## src/sv/prf_pkg.sv

```systemverilog
// ----------------------------------------------------------------------------
// prf_pkg: shared types and constants for the planar rectangle fill block
// Holds the section encoding, register indexes, the clipped-rectangle record
// and the plane mask helper.
// ----------------------------------------------------------------------------
package prf_pkg;

   localparam int unsigned CoordW   = 10;
   localparam int unsigned BandW    = 8;
   localparam int unsigned PlaneW   = 2;
   localparam int unsigned AddrW    = 16;
   localparam int unsigned CsrIdxW  = 3;
   localparam int unsigned CsrDataW = 16;

   // Configuration register indexes
   localparam logic [CsrIdxW-1:0] CSR_CLIP_MIN_X = 3'd0;
   localparam logic [CsrIdxW-1:0] CSR_CLIP_MAX_X = 3'd1;
   localparam logic [CsrIdxW-1:0] CSR_CLIP_MIN_Y = 3'd2;
   localparam logic [CsrIdxW-1:0] CSR_CLIP_MAX_Y = 3'd3;
   localparam logic [CsrIdxW-1:0] CSR_LINE_BYTES = 3'd4;
   localparam logic [CsrIdxW-1:0] CSR_PAGE_BASE  = 3'd5;

   // Request kinds
   localparam logic REQ_START = 1'b0;
   localparam logic REQ_STEP  = 1'b1;

   localparam logic [3:0] MASK_ALL = 4'hF;

   typedef enum logic [1:0] {
      SEC_LEFT   = 2'd0,
      SEC_MIDDLE = 2'd1,
      SEC_RIGHT  = 2'd2
   } section_type;

   typedef struct packed {
      logic [CoordW-1:0] min_x;
      logic [CoordW-1:0] max_x;
      logic [CoordW-1:0] min_y;
      logic [CoordW-1:0] max_y;
   } clip_window_type;

   typedef struct packed {
      logic              empty;
      logic [BandW-1:0]  first_band;
      logic [BandW-1:0]  final_band;
      logic [PlaneW-1:0] first_plane;
      logic [PlaneW-1:0] final_plane;
      logic [CoordW-1:0] start_row;
      logic [CoordW-1:0] end_row;
   } rect_type;

   // Planes lo..hi inclusive within one band
   function automatic logic [3:0] lane_mask(input logic [PlaneW-1:0] lo,
                                            input logic [PlaneW-1:0] hi);
      logic [3:0] low_part;
      logic [3:0] high_part;
      low_part  = MASK_ALL << lo;
      high_part = MASK_ALL >> (2'd3 - hi);
      return low_part & high_part;
   endfunction

endpackage

```

## src/sv/prf_clip.sv

```systemverilog
// ----------------------------------------------------------------------------
// prf_clip: clip a rectangle to the window
// Turns a signed origin and size into band and plane bounds plus row range,
// flagging a rectangle that clips to nothing.
// ----------------------------------------------------------------------------
module prf_clip (
   input  logic signed [11:0]      rect_x,
   input  logic signed [11:0]      rect_y,
   input  logic [10:0]             rect_width,
   input  logic [10:0]             rect_height,
   input  prf_pkg::clip_window_type window,
   output prf_pkg::rect_type       rect
);

   logic signed [13:0] x1;
   logic signed [13:0] y1;
   logic signed [13:0] x2;
   logic signed [13:0] y2;
   logic signed [13:0] x1_c;
   logic signed [13:0] y1_c;
   logic signed [13:0] x2_c;
   logic signed [13:0] y2_c;
   logic signed [13:0] min_x;
   logic signed [13:0] max_x;
   logic signed [13:0] min_y;
   logic signed [13:0] max_y;

   always_comb begin
      x1    = $signed({{2{rect_x[11]}}, rect_x});
      y1    = $signed({{2{rect_y[11]}}, rect_y});
      x2    = x1 + $signed({3'b000, rect_width}) - 14'sd1;
      y2    = y1 + $signed({3'b000, rect_height}) - 14'sd1;
      min_x = $signed({4'b0000, window.min_x});
      max_x = $signed({4'b0000, window.max_x});
      min_y = $signed({4'b0000, window.min_y});
      max_y = $signed({4'b0000, window.max_y});

      x1_c = (x1 < min_x) ? min_x : x1;
      x2_c = (x2 > max_x) ? max_x : x2;
      y1_c = (y1 < min_y) ? min_y : y1;
      y2_c = (y2 > max_y) ? max_y : y2;

      // bounds are only meaningful when not empty; then all lie in 0..1023
      rect.empty       = (y2_c < y1_c) || (x2_c < x1_c);
      rect.first_band  = x1_c[9:2];
      rect.final_band  = x2_c[9:2];
      rect.first_plane = x1_c[1:0];
      rect.final_plane = x2_c[1:0];
      rect.start_row   = y1_c[9:0];
      rect.end_row     = y2_c[9:0];
   end

endmodule

```

## src/sv/planar_rect_fill.sv

```systemverilog
// ----------------------------------------------------------------------------
// planar_rect_fill: rectangle fill engine for four-plane video memory
// Clips a rectangle to a window and walks it as byte writes with plane masks.
// ----------------------------------------------------------------------------
// Usage:
//  - csr_*: one register write per beat (index, data); always ready. Write the
//    clip window, line pitch and page base while no rectangle is in flight.
//  - req_*: a start beat (req_type 0) loads a rectangle and colour; it gives
//    no result and replaces any unfinished rectangle. An empty clip leaves the
//    engine idle. Each step beat (req_type 1) then yields one write beat on
//    rsp_*; a step while idle is dropped.
//  - Write order: left band column top to bottom, middle bands row by row
//    with all planes, right band column. rsp_last marks the final write.
//  - Timing: each step's write is registered when the step is accepted. One
//    beat per cycle is sustained while rsp_ready holds high; the only path per
//    item is one 10x8 multiply plus add for the address and counter advance.
//  - Stall: while rsp_valid is high and rsp_ready low, req_ready drops and
//    the write register holds.
//  - Reset clears the engine to idle, empties the write register and loads
//    the default window (0..319 by 0..199), pitch 80 and page base 0.
// ----------------------------------------------------------------------------
module planar_rect_fill (
   input  logic               clock,
   input  logic               reset,
   // configuration
   input  logic               csr_valid,
   output logic               csr_ready,
   input  logic [2:0]         csr_index,
   input  logic [15:0]        csr_data,
   // request channel
   input  logic               req_valid,
   output logic               req_ready,
   input  logic               req_type,
   input  logic signed [11:0] req_rect_x,
   input  logic signed [11:0] req_rect_y,
   input  logic [10:0]        req_rect_width,
   input  logic [10:0]        req_rect_height,
   input  logic [7:0]         req_fill_value,
   // write channel
   output logic               rsp_valid,
   input  logic               rsp_ready,
   output logic [15:0]        rsp_write_addr,
   output logic [3:0]         rsp_plane_mask,
   output logic [7:0]         rsp_write_data,
   output logic               rsp_last
);

   // configuration registers
   logic [9:0]  clip_min_x_ff;
   logic [9:0]  clip_max_x_ff;
   logic [9:0]  clip_min_y_ff;
   logic [9:0]  clip_max_y_ff;
   logic [7:0]  line_bytes_ff;
   logic [15:0] page_base_ff;

   // walk state
   logic                  busy_ff,        busy_in;
   prf_pkg::section_type  section_ff,     section_in;
   logic [9:0]            cur_row_ff,     cur_row_in;
   logic [7:0]            cur_band_ff,    cur_band_in;
   logic [9:0]            start_row_ff,   start_row_in;
   logic [9:0]            end_row_ff,     end_row_in;
   logic [7:0]            first_band_ff,  first_band_in;
   logic [7:0]            final_band_ff,  final_band_in;
   logic [1:0]            first_plane_ff, first_plane_in;
   logic [1:0]            final_plane_ff, final_plane_in;
   logic [7:0]            colour_ff,      colour_in;

   // write register
   logic        rsp_valid_ff, rsp_valid_in;
   logic [15:0] addr_ff;
   logic [3:0]  mask_ff;
   logic [7:0]  data_ff;
   logic        last_ff;

   prf_pkg::clip_window_type window;
   prf_pkg::rect_type        rect;

   logic        req_fire;
   logic        step_fire;
   logic [17:0] row_offset;
   logic [15:0] step_addr;
   logic [3:0]  step_mask;
   logic        step_done;
   logic        single_band;
   logic [8:0]  band_next;
   logic [8:0]  band_span_min;

   // ---------------------------------------------------------------------
   // Configuration: always ready, unknown indexes dropped
   // ---------------------------------------------------------------------
   assign csr_ready = 1'b1;

   always_ff @(posedge clock) begin
      if (reset) begin
         clip_min_x_ff <= 10'd0;
         clip_max_x_ff <= 10'd319;
         clip_min_y_ff <= 10'd0;
         clip_max_y_ff <= 10'd199;
         line_bytes_ff <= 8'd80;
         page_base_ff  <= 16'd0;
      end else if (csr_valid && csr_ready) begin
         unique case (csr_index)
            prf_pkg::CSR_CLIP_MIN_X: clip_min_x_ff <= csr_data[9:0];
            prf_pkg::CSR_CLIP_MAX_X: clip_max_x_ff <= csr_data[9:0];
            prf_pkg::CSR_CLIP_MIN_Y: clip_min_y_ff <= csr_data[9:0];
            prf_pkg::CSR_CLIP_MAX_Y: clip_max_y_ff <= csr_data[9:0];
            prf_pkg::CSR_LINE_BYTES: line_bytes_ff <= csr_data[7:0];
            prf_pkg::CSR_PAGE_BASE:  page_base_ff  <= csr_data;
            default: ;
         endcase
      end
   end

   // ---------------------------------------------------------------------
   // Clip the incoming rectangle
   // ---------------------------------------------------------------------
   assign window.min_x = clip_min_x_ff;
   assign window.max_x = clip_max_x_ff;
   assign window.min_y = clip_min_y_ff;
   assign window.max_y = clip_max_y_ff;

   prf_clip u_clip (
      .rect_x      (req_rect_x),
      .rect_y      (req_rect_y),
      .rect_width  (req_rect_width),
      .rect_height (req_rect_height),
      .window      (window),
      .rect        (rect)
   );

   // ---------------------------------------------------------------------
   // Handshake: take a beat whenever the write register is free or draining
   // ---------------------------------------------------------------------
   assign req_ready = !rsp_valid_ff || rsp_ready;
   assign req_fire  = req_valid && req_ready;
   assign step_fire = req_fire && (req_type == prf_pkg::REQ_STEP) && busy_ff;

   // ---------------------------------------------------------------------
   // Write produced by the current walk position
   // ---------------------------------------------------------------------
   assign single_band   = (first_band_ff == final_band_ff);
   assign band_next     = {1'b0, cur_band_ff} + 9'd1;
   assign band_span_min = {1'b0, first_band_ff} + 9'd2;
   assign row_offset    = cur_row_ff * line_bytes_ff;
   assign step_addr     = page_base_ff + row_offset[15:0] + {8'd0, cur_band_ff};

   always_comb begin
      unique case (section_ff)
         prf_pkg::SEC_LEFT: begin
            step_mask = single_band
                      ? prf_pkg::lane_mask(first_plane_ff, final_plane_ff)
                      : prf_pkg::lane_mask(first_plane_ff, 2'd3);
            step_done = (cur_row_ff >= end_row_ff) && single_band;
         end
         prf_pkg::SEC_MIDDLE: begin
            step_mask = prf_pkg::MASK_ALL;
            step_done = 1'b0;
         end
         prf_pkg::SEC_RIGHT: begin
            step_mask = prf_pkg::lane_mask(2'd0, final_plane_ff);
            step_done = (cur_row_ff >= end_row_ff);
         end
         default: begin
            step_mask = prf_pkg::MASK_ALL;
            step_done = 1'b0;
         end
      endcase
   end

   // ---------------------------------------------------------------------
   // Next walk state
   // ---------------------------------------------------------------------
   always_comb begin
      busy_in        = busy_ff;
      section_in     = section_ff;
      cur_row_in     = cur_row_ff;
      cur_band_in    = cur_band_ff;
      start_row_in   = start_row_ff;
      end_row_in     = end_row_ff;
      first_band_in  = first_band_ff;
      final_band_in  = final_band_ff;
      first_plane_in = first_plane_ff;
      final_plane_in = final_plane_ff;
      colour_in      = colour_ff;

      if (req_fire && (req_type == prf_pkg::REQ_START)) begin
         // a start always abandons the running rectangle
         busy_in = 1'b0;
         if (!rect.empty) begin
            busy_in        = 1'b1;
            section_in     = prf_pkg::SEC_LEFT;
            first_band_in  = rect.first_band;
            final_band_in  = rect.final_band;
            first_plane_in = rect.first_plane;
            final_plane_in = rect.final_plane;
            start_row_in   = rect.start_row;
            end_row_in     = rect.end_row;
            cur_row_in     = rect.start_row;
            cur_band_in    = rect.first_band;
            colour_in      = req_fill_value;
         end
      end else if (step_fire) begin
         unique case (section_ff)
            prf_pkg::SEC_LEFT: begin
               priority if (cur_row_ff < end_row_ff) begin
                  cur_row_in = cur_row_ff + 10'd1;
               end else if (single_band) begin
                  busy_in = 1'b0;
               end else if ({1'b0, final_band_ff} >= band_span_min) begin
                  section_in  = prf_pkg::SEC_MIDDLE;
                  cur_row_in  = start_row_ff;
                  cur_band_in = first_band_ff + 8'd1;
               end else begin
                  section_in  = prf_pkg::SEC_RIGHT;
                  cur_row_in  = start_row_ff;
                  cur_band_in = final_band_ff;
               end
            end
            prf_pkg::SEC_MIDDLE: begin
               priority if (band_next < {1'b0, final_band_ff}) begin
                  cur_band_in = band_next[7:0];
               end else if (cur_row_ff < end_row_ff) begin
                  cur_row_in  = cur_row_ff + 10'd1;
                  cur_band_in = first_band_ff + 8'd1;
               end else begin
                  section_in  = prf_pkg::SEC_RIGHT;
                  cur_row_in  = start_row_ff;
                  cur_band_in = final_band_ff;
               end
            end
            prf_pkg::SEC_RIGHT: begin
               if (cur_row_ff < end_row_ff) begin
                  cur_row_in = cur_row_ff + 10'd1;
               end else begin
                  busy_in = 1'b0;
               end
            end
            default: begin
               busy_in = 1'b0;
            end
         endcase
      end
   end

   always_ff @(posedge clock) begin
      if (reset) begin
         busy_ff        <= 1'b0;
         section_ff     <= prf_pkg::SEC_LEFT;
         cur_row_ff     <= 10'd0;
         cur_band_ff    <= 8'd0;
         start_row_ff   <= 10'd0;
         end_row_ff     <= 10'd0;
         first_band_ff  <= 8'd0;
         final_band_ff  <= 8'd0;
         first_plane_ff <= 2'd0;
         final_plane_ff <= 2'd0;
         colour_ff      <= 8'd0;
      end else begin
         busy_ff        <= busy_in;
         section_ff     <= section_in;
         cur_row_ff     <= cur_row_in;
         cur_band_ff    <= cur_band_in;
         start_row_ff   <= start_row_in;
         end_row_ff     <= end_row_in;
         first_band_ff  <= first_band_in;
         final_band_ff  <= final_band_in;
         first_plane_ff <= first_plane_in;
         final_plane_ff <= final_plane_in;
         colour_ff      <= colour_in;
      end
   end

   // ---------------------------------------------------------------------
   // Write register: load on a step, hold while stalled
   // ---------------------------------------------------------------------
   always_comb begin
      rsp_valid_in = rsp_valid_ff;
      if (step_fire) begin
         rsp_valid_in = 1'b1;
      end else if (rsp_ready) begin
         rsp_valid_in = 1'b0;
      end
   end

   always_ff @(posedge clock) begin
      if (reset) begin
         rsp_valid_ff <= 1'b0;
      end else begin
         rsp_valid_ff <= rsp_valid_in;
      end
   end

   always_ff @(posedge clock) begin
      if (step_fire) begin
         addr_ff <= step_addr;
         mask_ff <= step_mask;
         data_ff <= colour_ff;
         last_ff <= step_done;
      end
   end

   assign rsp_valid      = rsp_valid_ff;
   assign rsp_write_addr = addr_ff;
   assign rsp_plane_mask = mask_ff;
   assign rsp_write_data = data_ff;
   assign rsp_last       = last_ff;

endmodule
```

## config.mk

```make
export PLATFORM = sky130hd
export DESIGN_NAME = planar_rect_fill
export DESIGN_NICKNAME = d
export VERILOG_FILES = /design/src/sv/prf_pkg.sv /design/src/sv/prf_clip.sv /design/src/sv/planar_rect_fill.sv
export SDC_FILE = /design/constraint.sdc
export NUM_CORES = 1
export LEC_CHECK = 0
export BUFFER_PORTS_ARGS = -buffer_cell sky130_fd_sc_hd__clkbuf_2
export CAP_MARGIN = 20
export CORE_ASPECT_RATIO = 1.25
export CORE_UTILIZATION = 35
export CTS_CLUSTER_SIZE = 28
export DETAILED_ROUTE_END_ITERATION = 8
export PLACE_DENSITY = 0.58
export SLEW_MARGIN = 10
export SYNTH_ARGS = -nofsm -noshare
export SYNTH_HDL_FRONTEND = slang
export SYNTH_SLANG_ARGS = --single-unit
```

## constraint.sdc

```tcl
create_clock -name clock -period 17.1 [get_ports clock]
set_clock_uncertainty 0.2 [all_clocks]
set_input_delay 1.71 -clock clock [delete_from_list [all_inputs] [get_ports clock]]
set_output_delay 1.71 -clock clock [all_outputs]
set_load 0.02 [all_outputs]
```

## Yosys cells after proc, flatten, opt, wreduce, memory -nomap -nowiden

Cells that the tools add are included.

- Word-level logic and storage cells: 135
- Flip-flop bits (word level): 163
- Input bits: 79

- Multipliers: 1
- $add $sub $neg: 11
- Mux-type cells: 43
- Equality and inequality tests: 18
- Reduce and logical (&&, ||, !) cells: 25
- Bitwise operators: 3
- Shift operators: 2
- Magnitude comparators: 10

Operators with widths:

| kind | count |
|---|---|
| 2-to-1 mux 10 bit | 8 |
| 2-to-1 mux 8 bit | 8 |
| 2-to-1 mux 14 bit | 4 |
| one-hot mux 10 bit (3 select lines) | 1 |
| greater-than comparator 14 x 11 -> 1 bit | 2 |
| < comparator 14 bit | 2 |
| subtractor 14 x 2 -> 14 bit (second input constant) | 2 |
| adder 12 x 12 -> 13 bit | 2 |
| < comparator 12 x 11 -> 1 bit | 2 |
| != test 3 bit (second input constant) | 7 |
| adder 16 bit | 1 |
| adder 16 x 8 -> 16 bit | 1 |
| multiplier 10 x 8 -> 16 bit | 1 |
| 2-to-1 mux 2 bit | 8 |
| one-hot mux 8 bit (2 select lines) | 1 |
| AND reduction 2 bit | 7 |
| adder 10 x 1 -> 10 bit (second input constant) | 1 |
| >= comparator 10 bit | 1 |
| < comparator 10 bit | 1 |
| AND reduction 5 bit | 2 |
| adder 8 x 1 -> 9 bit (second input constant) | 1 |
| adder 8 x 2 -> 9 bit (second input constant) | 1 |
| >= comparator 8 x 9 -> 1 bit | 1 |
| < comparator 9 x 8 -> 1 bit | 1 |
| 30 further kinds | 47 |

## Depth between registers and ports, before layout

Gate-level depths: netlist of the first run.

- Depth after elaboration: 8
- Gate-level depth with buffers: 34
- Depth with buffers taken out: 30

## By module

Synthesis of the first run repeated with hierarchy kept, for this count alone.

- Cells, all modules: 1,815
- Area total of the unflattened synthesis: 14,596.5 um2

By module, submodules not included:

| module | cells each | area an instance (um2) | seq. area each (um2) | instances |
|---|---|---|---|---|
| planar_rect_fill | 1,257 | 10,625.2 | 3,553.4 | 1 |
| prf_clip | 558 | 3,971.3 | 0.0 | 1 |

## Worst setup path before layout of the first run

No wires, ideal clock.

- Path kind: input port to flip-flop
- Start: input port req_rect_y[0]
- End: register cur_row_ff[3]
- Buffers on the path: 2
- Stages: 31
- Data required time: 16,779 ps
- Setup time: 121 ps
- Arrival time: 8,066 ps
- Slack: 8,713 ps
- Cell sequence: ha_1 > inv_1 > fa_1 > nand2b_1 > a21oi_1 > o21ai_0 > a2111oi_2 > and2_1 > xnor2_1 > ha_1 > a21o_1 > a21oi_1 > nor2b_1 > a2111oi_0 > nor2_1 > o31ai_2 > or2_2 > buf_2 > mux2_2 > ha_1 > and4_1 > a31oi_1 > o21ai_0 > nor3b_1 > a21oi_1 > o21ai_0 > nor3_1 > o21a_1 > buf_2 > a2bb2oi_4 > mux2_2

RTL lines:

| what | line | text |
|---|---|---|
| start, declared | planar_rect_fill.sv:35 | `input logic signed [11:0] req_rect_y,` |
| end signal, assigned | planar_rect_fill.sv:262 | `cur_row_ff <= cur_row_in;` |
| end, declared | planar_rect_fill.sv:59 | `logic [9:0] cur_row_ff, cur_row_in;` |

==> results of run 1 <==
## per-layer routing
layer	vias up	share of wire, %	GRT usage (%)
li1	6185	-	-
met1	5975	44	23.9
met2	245	48	32.8
met3	77	3.4	2.99
met4	0	4.1	8.86
met5	-	0	0
## placed cells by master, fill, tap and decap left out, types with 29 or more instances in the layout
master	n
nand2_1	223
inv_1	169
ha_1	161
a21oi_1	149
dfxtp_1	134
clkbuf_2	108
o21ai_0	73
fa_1	69
nand3_1	64
nor2_1	62
xnor2_1	48
and2_1	48
a21o_1	35
mux2_2	35
nor3_1	31
edfxtp_1	29
## state kept, by name, indices dropped and copies added, names as in the netlist, 10 cells and up
register        flops
end_row_ff         10
clip_min_y_ff      10
clip_max_x_ff      10
clip_max_y_ff      10
clip_min_x_ff      10
page_base_ff       16
start_row_ff       10
rsp_write_addr     16
cur_row_ff         10
## stage by stage
step	instance area, um2	setup WS [ns]
final	16200	7.71
after global placement	15600	7.52
after CTS	16200	7.78
after floorplan	14700	8.71
after global routing	16200	7.10
after detailed placement	15600	7.32
## power groups by stage
stage | sequential [mW] | clock [mW] | combinational [mW]
2_1_floorplan | 0.462 | 0 | 0.567
3_3_place_gp | 0.494 | 0 | 0.715
3_5_place_dp | 0.495 | 0 | 0.728
4_1_cts | 0.486 | 0.394 | 0.732
5_1_grt | 0.492 | 0.408 | 0.819
6_report | 0.486 | 0.384 | 0.734
## final cells by class
cell class / instances / area, um2 / share of cell area (%)
Multi-Input combinational cell: 1325 / 10100 / 62.6
Sequential cell: 163 / 3550 / 21.9
Tap cell: 552 / 691 / 4.26
Inverter: 169 / 634 / 3.91
Timing Repair Buffer: 117 / 616 / 3.80
Clock buffer: 18 / 429 / 2.65
Clock inverter: 14 / 144 / 0.887
## cell families after synthesis
family | share of synthesized area [%]
and+or+nand+nor | 17.3
buffers and inverters | 6.87
AOI/OAI and AO/OA | 18.9
muxes | 5.12
DFF | 24.2
xor gates and xnor gates | 4.53
adders and majority gates | 23.1
other | 0.0255
## cells in the mapped netlist, drive strengths merged (7+ instances only)
library cell and n:
nand2 223, inv 169, ha 161, a21oi 150, dfxtp 134, o21ai 78
fa 69, clkbuf 64, nand3 64, nor2 62, and2 49, xnor2 48
mux2 40, a21o 35, nor3 31, edfxtp 29, mux2i 29, xor2 28
a311oi 25, buf 21, nor2b 21, nand2b 19, o211ai 18, o21a 15
a211o 14, and3 13, nand3b 12, a211oi 11, nand4 11, a2111oi 8
o311ai 8, nor3b 7, or3 7
## final timing paths
path,end,start,cells past startpoint
max,cur_row_ff[1]$_SDFFE_PP0P_,req_rect_x[0],29
max reg2reg,cur_row_ff[1]$_SDFFE_PP0P_,clip_min_x_ff[1]$_SDFFE_PP0P_,25
min reg2reg,rsp_write_data[6]$_DFFE_PP_,colour_ff[6]$_SDFFE_PP0P_,0
min,rsp_write_data[6]$_DFFE_PP_,colour_ff[6]$_SDFFE_PP0P_,0
==> run metrics, run 1 <==
number of hold buffers added after CTS 0; sequential share of power 30.3%; Slowest cell on crit path o211ai_1; Max Freq 107 MHz; die width 185 um; CTS sink cnt 163; GP Congestion 0.909; setup bufs post-CTS 0; critical path's top delay family compound AO/OA/AOI/OAI gates; Final nets 2102; final hold slack 0.224 ns; Fillers 4228; synth-to-layout area growth 10.3%; Final Setup Violations 0; Clock Path Buffers 2; routed vias 12482; Clock Power Share 24.0%; vias in the first global route 12543; maximum VDD drop 0.0736 mV; worst relative slew slack 27.1%; Mapped Nets 2051; Total Routing Usage GR 19.3%; final cell count without fillers 2358; crit-path max FO 71; Synth top area share 18.3%; CTS tree done; Psw 658 uW; post-route ant nets 0; combinational share of power 45.8%; slowest stage delay, CP 0.89 ns; Initial Util 35.6%; Top cell by count, worst path ha_1; Tcrit/Tclk final 54.9%; top_reg_cell synth dfxtp_1; Post-Route WL 40200 um; num rows 83; Core Area 41200 um2; post-synthesis async set-or-reset flop share 0%; hold crit path type flip-flop to flip-flop; worst-margin pin slew 1.09 ns; fin util 39.3%; syn_area_per_cell 8.44 um2; post-DR vias/cell 5.29; required time worst endpoint 17.25 ns; Post-synth EDFFs 29; first-pass GRT wire length 64400 um; sequential area share after synthesis 24.2%; RSZ-0062 raised after global routing false; latest clock arrival within the worst-skew pair 0.46 ns; Final Hold Fails 0; die area 42800 um2; reg-to-reg slack, setup 9.73 ns; max-slew violation count 0; Startpoint Class primary input; final setup TNS 0 ns; DRT iter0 DRCs 745; Power, Total 1.60 mW; Synth area leader dfxtp_1; port bufs 109; gr ovfl total 0; Setup CP Type primary input to flip-flop; Max Cap Viol 0; Inst Count DP 2325; Yosys cell types 77; Setup crit end kind flip-flop; DRC Markers 0; cell area after synthesis 14700 um2; # diodes 0; final critical-path required period 9.39 ns; I/O Pins 111; clock slew seen by the registers of the worst setup and hold paths 0.07 ns; Routed wire per std cell 17.0 um; largest net degree at the start of global routing 94; YS warnings 0; initial antenna violation count 0; die height 231 um; Power Density 98.9 nW/um2; CP arrival 9.53 ns; Int Pwr 946 uW; fraction of layout cells with a size suffix above 1 11.5%; Buf/Inv on CP 3; Root Buffer clkbuf_16; run status finished clean; Final HPWL DP 31800 um; main area contributors after synthesis dfxtp_1 (18%), ha_1 (14%), fa_1 (9.4%), edfxtp_1 (5.9%), nand2_1 (5.7%); switching share of total power 41.0%; Num CTS Buffers 17; htree depth 4; flops & latches, synth 163; leakage power 6.95 nW; PostCTS Resize Cnt 0; gate count after technology mapping 1742; first drt pass iteration count 5
(Power assumes the default switching activity.)
==> run 2: changes to the inputs <==
==> constraint.sdc (replaced) <==
create_clock -name clock -period 8.7 [get_ports clock]
set_clock_uncertainty 0.2 [all_clocks]
set_input_delay 0.87 -clock clock [delete_from_list [all_inputs] [get_ports clock]]
set_output_delay 0.87 -clock clock [all_outputs]
set_load 0.02 [all_outputs]
==> run 2 against run 1 <==
  * Die area unchanged
  * Global-route usage about the same
  * Flip-flop and latch count unchanged
  * Largest power group unchanged
  * Clock-buffer cell count up 1
  * Final cell count up 0.21%
  * Hold slack better by 0.0030 ns
  * Wire length up 0.60%
  * Register-to-register slack worse by 8.0 ns
  * Power up 98%
  * Final area up 0.60%
==> run metrics, run 2 (synthesis results as in run 1) <==
run status finished clean (unchanged); Int Pwr 1.88 mW (was 946 uW); port bufs 109 (unchanged); setup bufs post-CTS 0 (unchanged); crit-path max FO 12 (was 71); CTS tree done (unchanged); max-slew violation count 0 (unchanged); final setup TNS 0 ns (unchanged); first-pass GRT wire length 64900 um (was 64400 um); combinational share of power 45.7% (was 45.8%); fraction of layout cells with a size suffix above 1 11.8% (was 11.5%); hold wc startpoint colour_ff[6]$_SDFFE_PP0P_ (unchanged); reg2reg path depth 26 (was 25); DRT iter0 DRCs 629 (was 745); Setup CP Type primary input to flip-flop (unchanged); final critical-path required period 8.03 ns; r2r startpoint clip_min_x_ff[1]$_SDFFE_PP0P_ (unchanged); Initial Util 35.6% (unchanged); Startpoint Class primary input (unchanged); post-DR vias/cell 5.29 (about the same); I/O Pins 111 (unchanged); latest clock arrival within the worst-skew pair 0.46 ns (about the same); leakage power 7.00 nW (was 6.95 nW); CP arrival 8.18 ns (was 9.53 ns); Final nets 2107 (was 2102); routed vias 12492 (was 12482); vias in the first global route 12418 (was 12543); CTS sink cnt 163 (unchanged); Post-Route WL 40400 um (was 40200 um); reg-to-reg slack, setup 1.74 ns (was 9.73 ns); Clock Power Share 24.2% (was 24.0%); initial antenna violation count 1 (was 0); crit path launch req_rect_y[0] (was req_rect_x[0]); sequential share of power 30.1% (was 30.3%); end point of the critical path cur_row_ff[3]$_SDFFE_PP0P_ (was cur_row_ff[1]$_SDFFE_PP0P_); Final Hold Fails 0 (unchanged); setup slack after layout 0.666 ns (was 7.71 ns); largest net degree at the start of global routing 106 (was 94); Tcrit/Tclk final 92.3%; Total Routing Usage GR 19.3% (about the same); synth-to-layout area growth 11.0% (was 10.3%); required time worst endpoint 8.84 ns (was 17.25 ns); Routed wire per std cell 17.1 um (was 17.0 um); clock slew seen by the registers of the worst setup and hold paths 0.07 ns (about the same); num rows 83 (unchanged); maximum VDD drop 0.156 mV (was 0.0736 mV); die area 42800 um2 (unchanged); Final Setup Violations 0 (unchanged); die width 185 um (unchanged); Max Cap Viol 0 (unchanged); Root Buffer clkbuf_16 (unchanged); gr ovfl total 0 (unchanged); first drt pass iteration count 5 (unchanged); Num CTS Buffers 17 (unchanged); reg-to-reg endpoint first_band_ff[6]$_SDFFE_PP0P_ (was cur_row_ff[1]$_SDFFE_PP0P_); Power Density 195 nW/um2 (was 98.9 nW/um2); worst-margin pin slew 1.10 ns (was 1.09 ns); Max Freq 124 MHz; Core Area 41200 um2 (unchanged); slowest stage delay, CP 0.48 ns (was 0.89 ns); DRC Markers 0 (unchanged); Slowest cell on crit path a2111oi_2 (was o211ai_1); pre-CTS WS 0.202 ns (was 7.32 ns); Clock Path Buffers 2 (unchanged); RSZ-0062 raised after global routing false (unchanged); post-route ant nets 0 (unchanged); # diodes 0 (unchanged); htree depth 4 (unchanged); worst relative slew slack 26.6% (was 27.1%); hold crit path type flip-flop to flip-flop (unchanged); most common cell after layout, fill and taps aside nand2_1 (unchanged); Final HPWL DP 31800 um (about the same); Psw 1.30 mW (was 658 uW); most frequent cells in the layout nand2_1 (223), inv_1 (169), ha_1 (161) (unchanged); switching share of total power 40.9% (was 41.0%); die height 231 um (unchanged); Worst Hold Path Cells 0 (unchanged); GP Congestion 0.877 (was 0.909); Setup crit end kind flip-flop (unchanged)
==> run 2: through the flow <==
step / hold slack, ns / instances / cell area (um2) / power [mW] / utilization, %
after floorplan: 0.202 / 1742 / 14700 / 2.02 / -
after global placement: 0.206 / 2330 / 15700 / 2.39 / 38.1
after detailed placement: 0.210 / 2330 / 15700 / 2.41 / 38.1
after CTS: 0.227 / 2362 / 16300 / 3.19 / 39.5
after global routing: 0.235 / 2363 / 16300 / 3.41 / 39.6
final: 0.227 / 2363 / 16300 / 3.18 / 39.6
==> run 2: power groups by stage <==
stage	logic (mW)	registers, mW	clock network, mW
6_report	1.45	0.956	0.770
5_1_grt	1.62	0.967	0.817
4_1_cts	1.45	0.956	0.785
3_5_place_dp	1.43	0.974	0
3_3_place_gp	1.41	0.973	0
2_1_floorplan	1.11	0.908	0
==> run 2: cell type report <==
type                       instances  area (um2)
clock buffer                      19         443
clock inverter                    13         144
fill                            4213       24900
inverter                         169         634
multi-input combinational       1325       10200
sequential                       163        3550
tap                              552         691
timing repair buffer             122         691
==> run 2: worst min path at each step <==
| stage | end | slack [ns] |
|---|---|---|
| after floorplan | rsp_write_data[0]$_DFFE_PP_ | 0.20 |
| after global placement | rsp_write_data[7]$_DFFE_PP_ | 0.21 |
| after detailed placement | rsp_write_data[6]$_DFFE_PP_ | 0.21 |
| after CTS | rsp_write_data[6]$_DFFE_PP_ | 0.23 |
| after global routing | rsp_write_data[6]$_DFFE_PP_ | 0.24 |
| final | rsp_write_data[6]$_DFFE_PP_ | 0.23 |
==> run 2: critical path: cells and delay by family <==
family | cells | cell delay (ns)
AO/OA/AOI/OAI | 13 | 3.47
AND/OR/NAND/NOR | 8 | 1.56
adder cells (fa/ha/maj) | 4 | 1.14
multiplexers | 2 | 0.79
XOR/XNOR | 1 | 0.17
buffers and inverters | 2 | 0.16
==> run 2: what timing repair did <==
action	CTS	global route
hold buffers	0	0
endpoints found under the setup margin	0	16
resized for setup	0	2
==> run 2: metal layers <==
| layer | global-route usage (%) | routed length (um) |
|---|---|---|
| met1 | 24.3 | 18200 |
| met2 | 33.2 | 19800 |
| met3 | 2.75 | 1310 |
| met4 | 6.82 | 1030 |
| met5 | 0 | 13 |
==> run 3: changes to the inputs <==
--- a/config.mk
+++ b/config.mk
@@ -5,6 +5,7 @@
 export SDC_FILE = /design/constraint.sdc
 export NUM_CORES = 1
 export LEC_CHECK = 0
+export ABC_AREA = 1
 export BUFFER_PORTS_ARGS = -buffer_cell sky130_fd_sc_hd__clkbuf_2
 export CAP_MARGIN = 20
 export CORE_ASPECT_RATIO = 1.25
==> run 3 against run 2 <==
  * Synthesized area is 2.1% lower
  * Worst setup slack better by 1.1 ns
  * Critical path type unchanged
  * Critical endpoint is now first_band_ff[1]$_SDFFE_PP0P_
  * Clock power decreased by 3.8%
  * Flip-flop and latch count unchanged
  * Critical path depth grew 6
  * Hold slack better by 0.0035 ns
  * First-iteration DRC count down 4.5%
  * Register-to-register slack improved by 1.2 ns
  * Power is 6.9% higher
  * Die area shrank 2.1%
  * Core utilization hardly changed
  * Synthesized cell count up 14%
==> run metrics, run 3 <==
flops & latches, synth 163 (unchanged); Commonest cells post-synth nand2_1 (453), inv_1 (328), o21ai_0 (170) (was nand2_1 (223), inv_1 (169), ha_1 (161)); Core Area 40300 um2 (was 41200 um2); top-count cell post-synth nand2_1 (unchanged); pre-CTS WS 1.32 ns (was 0.202 ns); first drt pass iteration count 5 (unchanged); Startpoint Class primary input (unchanged); RSZ-0062 raised after global routing false (unchanged); Synth top area share 18.6% (was 18.3%); I/O Pins 111 (unchanged); final setup TNS 0 ns (unchanged); Post-Route WL 38700 um (was 40400 um); hold crit path type flip-flop to flip-flop (unchanged); max-slew violation count 0 (unchanged); latest clock arrival within the worst-skew pair 0.45 ns (was 0.46 ns); port bufs 109 (unchanged); htree depth 4 (unchanged); post-DR vias/cell 4.91 (was 5.29); Final HPWL DP 31300 um (was 31800 um); vias in the first global route 12361 (was 12418); main area contributors after synthesis dfxtp_1 (19%), ha_1 (14%), nand2_1 (12%), fa_1 (9.6%), inv_1 (8.6%) (was dfxtp_1 (18%), ha_1 (14%), fa_1 (9.4%), edfxtp_1 (5.9%), nand2_1 (5.7%)); DRT iter0 DRCs 601 (was 629); CTS sink cnt 163 (unchanged); crit-path max FO 65 (was 12); gr ovfl total 0 (unchanged); Num CTS Buffers 17 (unchanged); syn_area_per_cell 7.22 um2 (was 8.44 um2); critical path's top delay family compound AO/OA/AOI/OAI gates (unchanged); Yosys cell types 50 (was 77); die width 183 um (was 185 um); Final Setup Violations 0 (unchanged); leakage power 7.96 nW (was 7.00 nW); Setup crit end kind flip-flop (unchanged); final critical-path required period 6.95 ns (was 8.03 ns); DRC Markers 0 (unchanged); slowest stage delay, CP 0.55 ns (was 0.48 ns); Tcrit/Tclk final 79.9% (was 92.3%); initial antenna violation count 0 (was 1); gate count after technology mapping 1992 (was 1742); fraction of layout cells with a size suffix above 1 9.45% (was 11.8%); setup slack after layout 1.75 ns (was 0.666 ns); CP arrival 7.13 ns (was 8.18 ns); Power Density 213 nW/um2 (was 195 nW/um2); sequential area share after synthesis 24.7% (was 24.2%); Max Cap Viol 0 (unchanged); Buf/Inv on CP 7 (was 2); most common cell after layout, fill and taps aside nand2_1 (unchanged); required time worst endpoint 8.88 ns (was 8.84 ns); clock slew seen by the registers of the worst setup and hold paths 0.07 ns (about the same); Max Freq 144 MHz (was 124 MHz); num rows 82 (was 83); die area 41900 um2 (was 42800 um2); Fillers 4221 (was 4213); Setup CP Type primary input to flip-flop (unchanged); PostCTS Resize Cnt 0 (unchanged); Synth area leader dfxtp_1 (unchanged); largest net degree at the start of global routing 66 (was 106); maximum VDD drop 0.144 mV (was 0.156 mV); worst-margin pin slew 1.03 ns (was 1.10 ns); crit path launch req_rect_x[0] (was req_rect_y[0]); CTS tree done (unchanged); Initial Util 35.7% (was 35.6%); r2r startpoint cur_row_ff[3]$_SDFFE_PP0P_ (was clip_min_x_ff[1]$_SDFFE_PP0P_); YS warnings 0 (unchanged); routed vias 12863 (was 12492); die height 229 um (was 231 um); run status finished clean (unchanged); top_reg_cell synth dfxtp_1 (unchanged); worst relative slew slack 31.1% (was 26.6%); Final nets 2369 (was 2107); Routed wire per std cell 14.8 um (was 17.1 um); Root Buffer clkbuf_16 (unchanged); GP Congestion 0.881 (was 0.877); Power, Total 3.40 mW (was 3.18 mW); Slowest cell on crit path buf_4 (was a2111oi_2); hold wc startpoint colour_ff[7]$_SDFFE_PP0P_ (was colour_ff[6]$_SDFFE_PP0P_); first-pass GRT wire length 62900 um (was 64900 um); Final Hold Fails 0 (unchanged); Post-synth EDFFs 29 (unchanged); number of hold buffers added after CTS 0 (unchanged); Mapped Nets 2301 (was 2051); cell area after synthesis 14400 um2 (was 14700 um2); Total Routing Usage GR 18.9% (was 19.3%); post-route ant nets 0 (unchanged); synth-to-layout area growth 10.8% (was 11.0%); Clock Path Buffers 2 (unchanged); post-synthesis async set-or-reset flop share 0% (unchanged); most frequent cells in the layout nand2_1 (453), inv_1 (328), o21ai_0 (170) (was nand2_1 (223), inv_1 (169), ha_1 (161)); setup bufs post-CTS 0 (unchanged)
## run 3: cell types whose count changed in the layout (fill, tap and decap cells not counted), sizes merged, moves of 32 or more
cell,previous run,this run
inv,176,344
nor2,62,153
mux2,40,0
and2,49,0
nand2,223,463
o21ai,78,172
a21o,35,3
## run 3: area by class of cell
| class | instances | area (um2) | area share, % |
|---|---|---|---|
| multi-input cells | 1425 | 9250 | 58.1 |
| flip-flops and latches | 163 | 3550 | 22.3 |
| inverters | 335 | 1260 | 7.89 |
| well taps | 546 | 683 | 4.29 |
| repair buffers | 118 | 621 | 3.89 |
| clock buffers | 17 | 425 | 2.67 |
| clock inverters | 15 | 144 | 0.903 |
| diodes | 1 | 2.50 | 0.0157 |
## run 3: worst paths after layout
check	to	slack, ns	depth (start not counted)
setup / recovery	first_band_ff[1]$_SDFFE_PP0P_	1.75	36
hold / removal	rsp_write_data[7]$_DFFE_PP_	0.23	0
setup reg to reg	rsp_write_addr[15]$_DFFE_PP_	2.97	23
hold reg to reg	rsp_write_data[7]$_DFFE_PP_	0.23	0
## run 3: logic make-up (layout without fill, tap and decap cells)
group | count (synthesis) | count (layout) | synth area share, %
compound gates | 390 | 390 | 15.4
xor+xnor | 60 | 60 | 3.70
fa+ha+maj | 230 | 230 | 23.6
buf+inv | 404 | 485 | 11.1
flops | 163 | 163 | 24.7
mux | 1 | 1 | 0.0696
other cells | 1 | 2 | 0.0261
simple gates | 743 | 743 | 21.5
## run 3: metrics by stage
stage	hold WS, ns	area, um2	instances	util (%)
floorplan	0.209	14400	1992	-
global placement	0.220	15300	2585	38.1
detailed placement	0.218	15300	2585	38.1
CTS	0.235	15900	2617	39.5
global route	0.240	15900	2619	39.5
finish	0.230	15900	2620	39.5
## run 3: report_power, final
group / internal, mW / switching (mW)
combinational: 0.606 / 1.09
clock: 0.380 / 0.361
sequential: 0.855 / 0.106
total: 1.84 / 1.55
## run 3: layer usage
layer	global-route usage [%]	vias up	wire length [um]
met2	32.4	270	18600
li1	-	6577	-
met5	0	-	0
met4	6.41	0	1090
met3	3.15	61	1590
met1	23.8	5955	17500
